### src/wai_alu_queue.sv
// ----------------------------------------------------------------------------
// wai_alu_queue
// two entry fifo between front and back
// ----------------------------------------------------------------------------
module wai_alu_queue #(
  parameter int WIDTH = 8
) (
  input  logic             clk,
  input  logic             rst,
  input  logic             in_valid,
  output logic             in_ready,
  input  logic [WIDTH-1:0] in_data,
  output logic             out_valid,
  input  logic             out_ready,
  output logic [WIDTH-1:0] out_data
);
  logic [WIDTH-1:0] mem [2];
  logic       wp, rp;
  logic [1:0] cnt;
  logic push, pop;

  assign in_ready  = (cnt != 2'd2);
  assign out_valid = (cnt != 2'd0);
  assign out_data  = mem[rp];
  assign push = in_valid && in_ready;
  assign pop  = out_valid && out_ready;

  always_ff @(posedge clk) begin
    if (push) mem[wp] <= in_data;
    if (rst) begin
      wp <= 1'b0;
      rp <= 1'b0;
      cnt <= 2'd0;
    end else begin
      if (push) wp <= ~wp;
      if (pop) rp <= ~rp;
      cnt <= cnt + 2'(push) - 2'(pop);
    end
  end
endmodule

### config.mk
export PLATFORM = sky130hd
export DESIGN_NAME = wai_alu_queue
export DESIGN_NICKNAME = d
export VERILOG_FILES = /design/src/wai_alu_queue.sv
export SDC_FILE = /design/constraint.sdc
export NUM_CORES = 1
export LEC_CHECK = 0
export ABC_AREA = 1
export BUFFER_PORTS_ARGS = -buffer_cell sky130_fd_sc_hd__buf_2
export CAP_MARGIN = 15
export CORE_MARGIN = 3
export CORE_UTILIZATION = 54
export DETAILED_ROUTE_END_ITERATION = 7
export MAX_ROUTING_LAYER = met4
export PLACE_DENSITY_LB_ADDON = 0.05
export SLEW_MARGIN = 20
export SYNTH_ARGS = -nofsm -noshare
export SYNTH_HDL_FRONTEND = slang
export SYNTH_SLANG_ARGS = --single-unit
### constraint.sdc
create_clock -name clk -period 3.7 [get_ports clk]
set_clock_uncertainty 0.1 [all_clocks]
set_input_delay 0.37 -clock clk [delete_from_list [all_inputs] [get_ports clk]]
set_output_delay 0.37 -clock clk [all_outputs]
set_load 0.05 [all_outputs]
==> results of run 1 <==
## layer usage
layer | part of all wire (%) | GRT usage [%] | up-vias
met5 | 0 | - | -
met1 | 41 | 15.0 | 232
met2 | 51 | 22.8 | 17
met4 | 0.73 | 5.11 | 0
met3 | 6.7 | 3.91 | 2
li1 | - | - | 259
## worst max path at each step
| stage | to | slack [ns] | cells after the start |
|---|---|---|---|
| floorplan | cnt[1] | 1.96 | 10 |
| global placement | mem[0][3] | 2.06 | 4 |
| detailed placement | mem[0][5] | 2.02 | 4 |
| CTS | out_data[6] | 1.70 | 2 |
| global route | out_data[6] | 1.66 | 2 |
| finish | out_data[2] | 1.73 | 2 |
## synthesized netlist by cell type
cell	n	area, µm²
edfxtp_1	16	480
inv_1	8	30.0
mux2_4	8	120
nor2_1	7	26.3
nand2_1	6	22.5
dfxtp_1	5	100
a21oi_1	2	10.0
ha_1	2	25.0
nand2_2	2	12.5
nand3_1	2	10.0
buf_6	1	11.3
nand3_2	1	10.0
nor2_2	1	6.26
nor2_4	1	11.3
## worst register-to-register path, cell delays in order (launching register included)
cell	delay, ns
dfxtp_1	0.39
inv_1	0.09
nand2_2	0.11
nand2_1	0.08
nor2_1	0.53
## state kept, by name, summed over array words and instances (netlist names), named ones only
name  count
cnt       2
rp        1
mem      16
wp        1
## report_power, final
part / leakage (µW) / switching (µW) / internal [µW]
logic: 0.000244 / 231 / 108
clock network: 0.0000177 / 65.3 / 40.2
registers: 0.000191 / 34.2 / 302
## metrics by stage
stage	instances	hold slack, ns	util (%)	instance area (µm²)	total power, µW
6_report	101	0.126	71.8	1020	781
5_1_grt	101	0.125	71.8	1020	824
4_1_cts	101	0.118	71.8	1020	791
3_5_place_dp	97	0.394	69.8	988	684
3_3_place_gp	97	0.383	69.8	988	674
2_1_floorplan	62	0.341	-	876	625
## logic make-up after synthesis
kind of cell    after synthesis  synth area share [%]
compound gates                2                  1.14
fa+ha+maj                     2                  2.86
buf+inv                       9                  4.71
flops                        21                  66.3
mux                           8                  13.7
simple gates                 20                  11.3
## layout make-up
class	count	share of cell area, %
Clock buffer	3	2.22
Clock inverter	1	0.493
Inverter	8	2.96
Multi-Input combinational cell	32	25.0
Sequential cell	21	57.1
Tap cell	15	1.85
Timing Repair Buffer	21	10.3
==> results.md, run 1 <==
- Core area: 0.00142 mm²
- DIE HEIGHT: 46.3 µm
- Setup Crit Path Kind: reg2out
- Worst Path Max Fanout: 8
- Post-Syn Instances: between 60 and 70
- Clock slew at reported path FFs: around 0.11 ns
- Max Slew Vio Count: 0
- Via-to-Cell Ratio: 5.05
- Row count: 13
- Final Cycle Share: 53.3%
- R2r setup slk: 2.05 ns
- CTS resizes: 0
- Worst Path Arrival: 1.50 ns
- CTS tree: yes
- Pre-antenna DRT Iters: 3
- DR vias: 510
- Largest net degree at the start of global routing: 13
- IO buf count: 21
- Post-Place Setup Slack: between 2 and 2.5 ns
- Worst skew pair latency: ~0.29 ns
- Worst vdd ir: 450 µV
- Setup crit end kind: output port
- Hold Path Class: in2reg
- Area of the multi-input gates: around 250 µm²
- Post-synthesis net count: 76
- Total CTS buffers: 3
- Synth cell types: 14
- Vias in the first global route: ~480
- Maximum buffer depth of the clock tree: 2
- # DRC: 0
- Diodes inserted: 0
- Hold EP: cnt[0]
- Slew @ Worst Pin: 0.681 ns
- Most frequent cells in the layout: 21 x buf_2, 16 x edfxtp_1, 8 x inv_1, 8 x mux2_4, 7 x nor2_1
- Antenna Nets Post-Route: 0
- Sequential Area: between 500 and 600 µm²
- Reg2reg start: cnt[0]
- Layout cells sized above 1: between 40 and 50%
- Worst Path Buf+Inv: 1
- Starting Density: 61.9%
- Final WS setup: 1.73 ns
- Layout Nets: 101
- HP Start: rst
- # IOs: 22
- GRT Total Usage: 13.5%
- Syn Area/Cell: 14.1 µm²
- Final Hold Fails: 0
- Critical Path RT: 3.23 ns
- First-pass GRT wire length: 1940 µm
- Area Overhead vs Synth: 16.0%
- Delay-heaviest family, CP: flip-flops
- Hold-fix buffers, CTS: 0
- Max-cap viol count: 0
- R2R depth: 4
- H-tree Lvls: 1
- #FFs+latches synth: 21
- Synth Warn #: 0
- Final setup viols: 0
- Synthesized cell area: 876 µm²
- Critical-path cell with the highest stage delay: dfxtp_1
- Total wire length: 1240 µm
- Chip Width: 46.3 µm
- Initial antenna violation count: 0
- Leak pwr: 0.000452 µW
- Peak Freq: a little over 500 MHz
- Root buf cell: clkbuf_4
- DIE AREA: about 0.0021 mm²
- Setup TNS: 0 ns
- Pwr Density: 769 mW/mm²
- Reg2reg end: mem[0][0]
- FILL cells: 97
- Tmin final: 1.97 ns
- Worst path cell trace: mux2_4, buf_2
- Commonest non-fill, non-tap cell in the layout: buf_2
- Hold Crit Depth: 2
- Slew headroom: 54.4%
- Routability cong.: between 0.7 and 0.8
- Sequential area share after synthesis: 66.3%
- Status: finished, final reports clean
- Setup repair bufs after CTS: 0
- Crit-path max cell delay: roughly 0.66 ns
- RSZ-0062 raised after global routing: no
- CTS sink count: 21
- Routed len/inst: ~12 µm
- Detailed placer's ending HPWL: 938 µm
- Initial DRC count: 7
- Type of origin of the critical path: flop
- GR Overflow Total: 0
(Power assumes the default switching activity.)
==> run 2: changes to the inputs <==
--- a/config.mk
+++ b/config.mk
@@ -9,7 +9,7 @@
 export BUFFER_PORTS_ARGS = -buffer_cell sky130_fd_sc_hd__buf_2
 export CAP_MARGIN = 15
 export CORE_MARGIN = 3
-export CORE_UTILIZATION = 54
+export CORE_UTILIZATION = 50
 export DETAILED_ROUTE_END_ITERATION = 7
 export MAX_ROUTING_LAYER = met4
 export PLACE_DENSITY_LB_ADDON = 0.05
==> constraint.sdc (replaced) <==
create_clock -name clk -period 1.95 [get_ports clk]
set_clock_uncertainty 0.1 [all_clocks]
set_input_delay 0.195 -clock clk [delete_from_list [all_inputs] [get_ports clk]]
set_output_delay 0.195 -clock clk [all_outputs]
set_load 0.05 [all_outputs]
==> results.md, run 2 (synthesized netlist as in run 1, its figures left out) <==
- Setup crit end kind: output port
- H-tree Lvls: 1
- GR Overflow Total: 0
- Core area: between 0.0015 and 0.002 mm²
- Max Slew Vio Count: 0
- Diodes inserted: 0
- Peak Freq: 559 MHz
- FILL cells: 123
- Row count: 14
- Most frequent cells in the layout: 21 x buf_2, 16 x edfxtp_1, 9 x dlygate4sd3_1
- Worst vdd ir: between 800 and 900 µV
- Final setup viols: 0
- Setup Crit Path Kind: reg2out
- Fin cells: 113
- GRT Total Usage: 12.2%
- Slew headroom: 67.1%
- Total CTS buffers: 3
- Commonest non-fill, non-tap cell in the layout: buf_2
- Chip Width: 47.9 µm
- Pwr Density: 1340 mW/mm²
- Routability cong.: about 0.67
- DIE HEIGHT: 47.9 µm
- Largest regs: mem x16, cnt x2
- Area of the multi-input gates: around 250 µm²
- Clock slew at reported path FFs: approximately 0.11 ns
- Max FFs per register: 16
- Largest net degree at the start of global routing: 12
- Worst Path Arrival: 1.49 ns
- Layout Nets: roughly 110
- Pre-antenna DRT Iters: 3
- Tmin final: roughly 1.8 ns
- Starting Density: 55.6%
- Dpl cells: 100
- Layout cells sized above 1: 40.2%
- CTS tree: yes
- Max-cap viol count: 0
- RSZ-0062 raised after global routing: no
- First-pass GRT wire length: 1790 µm
- CTS sink count: 21
- Type of origin of the critical path: flop
- # IOs: 22
- Biggest register: mem
- Vias in the first global route: 450
- Area Overhead vs Synth: 28.0%
- Maximum buffer depth of the clock tree: 2
- Slew @ Worst Pin: 0.493 ns
- DR vias: ~540
- Hold Path Class: in2reg
- Worst Path Max Fanout: 8
- Setup TNS: 0 ns
- # DRC: 0
- Status: finished, final reports clean
- Routed len/inst: 11.3 µm
- Detailed placer's ending HPWL: around 930 µm
- Initial antenna violation count: 0
- Initial DRC count: 6
- Leak pwr: around 0.00050 µW
- Crit-path max cell delay: 0.64 ns
- Critical-path cell with the highest stage delay: dfxtp_1
- Total wire length: 1280 µm
- Final Hold Fails: 0
- Critical Path RT: 1.65 ns
- Final Cycle Share: 91.7%
- Worst path cell trace: mux2_4, buf_2
- DIE AREA: 0.00229 mm²
- IO buf count: 21
- Via-to-Cell Ratio: about 4.8
- Root buf cell: clkbuf_4
- Worst skew pair latency: 0.29 ns
- Antenna Nets Post-Route: 0
- Sequential Area: 581 µm²
## run 2: critical path: cells and delay by family, from the launching register on
kind,cells,cell delay (ns)
buffers and inverters,1,0.21
flip-flops,1,0.64
multiplexers,1,0.35
## run 2: where the power goes
| group | switching (µW) | internal, µW |
|---|---|---|
| sequential | 64.3 | 573 |
| combinational | 439 | 231 |
| clock | 119 | 79.5 |
| total | 622 | 883 |
## run 2: layout make-up
cell class | count | area share, %
sequential | 21 | 51.8
multi-input combinational | 32 | 22.7
tap | 16 | 1.79
inverter | 8 | 2.68
timing repair buffer | 32 | 18.7
clock buffer | 4 | 2.34
## run 2: per-stage QoR
stage	hold slack (ns)	util [%]	instance area (µm²)	total power [µW]	worst slack, ns
after floorplan	0.166	-	876	1190	0.212
after global placement	0.265	63.7	1000	1300	0.383
after detailed placement	0.272	63.7	1000	1310	0.348
after CTS	0.0891	71.1	1120	1520	0.134
after global routing	0.109	71.1	1120	1590	0.112
final	0.0954	71.1	1120	1510	0.162
## run 2: final timing paths
path                            slack (ns)     endpoint  depth (start not counted)  startpoint
worst max-delay path                  0.16  out_data[2]                          2        flop
worst min-delay path                   0.1           wp                          3    in_valid
worst max register to register        0.34       cnt[1]                         10      cnt[0]
worst min register to register        0.43           rp                          2          rp
## run 2: what timing repair did
item	4_1_cts	5_1_grt
gates resized for setup	0	0
hold buffers	9	0
setup buffers	0	0
hold endpoints to repair	17	0
## run 2: metal layers
metal,vias to the layer above,part of all wire (%),track usage [%]
li1,282,-,-
met1,235,47,13.3
met2,17,46,19.3
met3,5,4.8,3.38
met4,0,2.6,8.06
met5,-,0,-
==> run 3: changes to the inputs <==
--- a/config.mk
+++ b/config.mk
@@ -13,6 +13,7 @@
 export DETAILED_ROUTE_END_ITERATION = 7
 export MAX_ROUTING_LAYER = met4
 export PLACE_DENSITY_LB_ADDON = 0.05
+export REMOVE_ABC_BUFFERS = 1
 export SLEW_MARGIN = 20
 export SYNTH_ARGS = -nofsm -noshare
 export SYNTH_HDL_FRONTEND = slang
==> results.md, run 3 (synthesized netlist as in run 1, its figures left out) <==
- Busiest grt layer: met2
- Worst Path Arrival: ~1.5 ns
- Row count: 14
- Leak pwr: between 0.0004 and 0.0005 µW
- Biggest register: mem
- Max-cap viol count: 0
- Hold Path Class: in2reg
- GR Overflow Total: 0
- Largest regs: mem x16, cnt x2
- # DRC: 0
- H-tree Lvls: 1
- Placed instance area: 997 µm²
- Critical-path cell with the highest stage delay: dfxtp_1
- Crit-path max cell delay: 0.65 ns
- RSZ-0062 raised after global routing: no
- Sequential Area: a little under 600 µm²
- Layout cells sized above 1: between 30 and 40%
- Setup repair bufs after CTS: 0
- Area of the multi-input gates: 254 µm²
- Worst vdd ir: 739 µV
- Final WS setup: 0.160 ns
- FILL cells: 123
- Final Hold Fails: 0
- Layout Nets: 111
- # IOs: 22
- Met1 usage: 13.2%
- Type of origin of the critical path: flop
- Pre-antenna DRT Iters: 2
- Post-Place Setup Slack: 0.346 ns
- Most frequent cells in the layout: 21 x buf_2, 16 x edfxtp_1, 9 x dlygate4sd3_1
- IO buf count: 21
- Largest net degree at the start of global routing: 12
- Root buf cell: clkbuf_4
- Worst path cell trace: mux2_4, buf_2
- Clock slew at reported path FFs: 0.10 ns
- Design Area, Final: 0.00111 mm²
- Initial antenna violation count: 0
- Routability cong.: roughly 0.70
- Met3 Use GR: 4.89%
- Setup Crit Path Kind: reg2out
- Diodes inserted: 0
- Status: finished, final reports clean
- Total wire length: about 1300 µm
- Worst Path Max Fanout: 8
- DIE AREA: 0.00229 mm²
- Maximum buffer depth of the clock tree: 2
- CTS tree: yes
- Detailed placer's ending HPWL: between 900 and 1000 µm
- Critical Path RT: around 1.7 ns
- Max Slew Vio Count: 0
- Routed len/inst: approximately 12 µm
- Tmin final: around 1.8 ns
- Area Overhead vs Synth: 27.1%
- Worst skew pair latency: 0.29 ns
- DIE HEIGHT: 47.9 µm
- GRT Total Usage: 13.9%
- Antenna Nets Post-Route: 0
- Setup TNS: 0 ns
- Final setup viols: 0
- Peak Freq: 559 MHz
- DR vias: 540
- Commonest non-fill, non-tap cell in the layout: buf_2
- Total CTS buffers: 3
- Setup crit end kind: output port
- Met2 global-route usage: 24.8%
- Starting Density: between 50% and 60%
- Pwr Density: 1340 mW/mm²
- Via-to-Cell Ratio: ~4.8
- Slew @ Worst Pin: 0.509 ns
- Core area: 0.00158 mm²
- CTS sink count: 21
- Chip Width: roughly 48 µm
- Final Cycle Share: 91.8%
- Slew headroom: 66.1%
- Initial DRC count: 3
- Vias in the first global route: 520
- Max FFs per register: 16
- First-pass GRT wire length: between 2000 and 2500 µm
## run 3: final cells by class
cell class,count,share of cell area [%]
Timing Repair Buffer,31,18.2
Clock buffer,4,2.36
Inverter,8,2.70
Sequential cell,21,52.1
Multi-Input combinational cell,32,22.8
Tap cell,16,1.80
## run 3: path summary, 6_finish.rpt
path	slack (ns)	from	cells after the start	endpoint
worst max-delay path	0.16	flop	2	out_data[5]
worst min-delay path	0.11	out_ready	4	flop
worst max register to register	0.34	cnt[0]	10	cnt[1]
worst min register to register	0.41	rp	2	flop
## run 3: routing by layer
layer | wire length [µm] | share of wire (%)
met1 | 535 | 40
met2 | 706 | 53
met3 | 64 | 4.8
met4 | 14 | 1.1
met5 | 0 | 0
## run 3: metrics by stage
step / hold slack, ns / utilization (%) / power [µW] / std cells
4_1_cts: 0.0905 / 70.6 / 1510 / 112
2_1_floorplan: 0.166 / - / 1170 / 61
6_report: 0.106 / 70.6 / 1490 / 112
3_5_place_dp: 0.267 / 63.3 / 1300 / 99
3_3_place_gp: 0.267 / 63.3 / 1290 / 99
5_1_grt: 0.115 / 70.6 / 1590 / 112
## run 3: where the power goes
| part | leakage (µW) | switching, µW | internal (µW) | total, µW |
|---|---|---|---|---|
| clock network | 0.0000150 | 113 | 79.4 | 193 |
| registers | 0.000191 | 65.3 | 573 | 638 |
| logic | 0.000287 | 434 | 224 | 659 |
## run 3: repair_timing
action / CTS / global route
gates resized for setup: 0 / 0
hold buffers: 9 / 0
endpoints found under the hold margin: 17 / 0
## run 3: worst max-delay path, delay by kind of cell, from the launching register on
kind,cells,cell delay [ns]
buffers and inverters,1,0.21
flip-flops,1,0.65
multiplexers,1,0.34
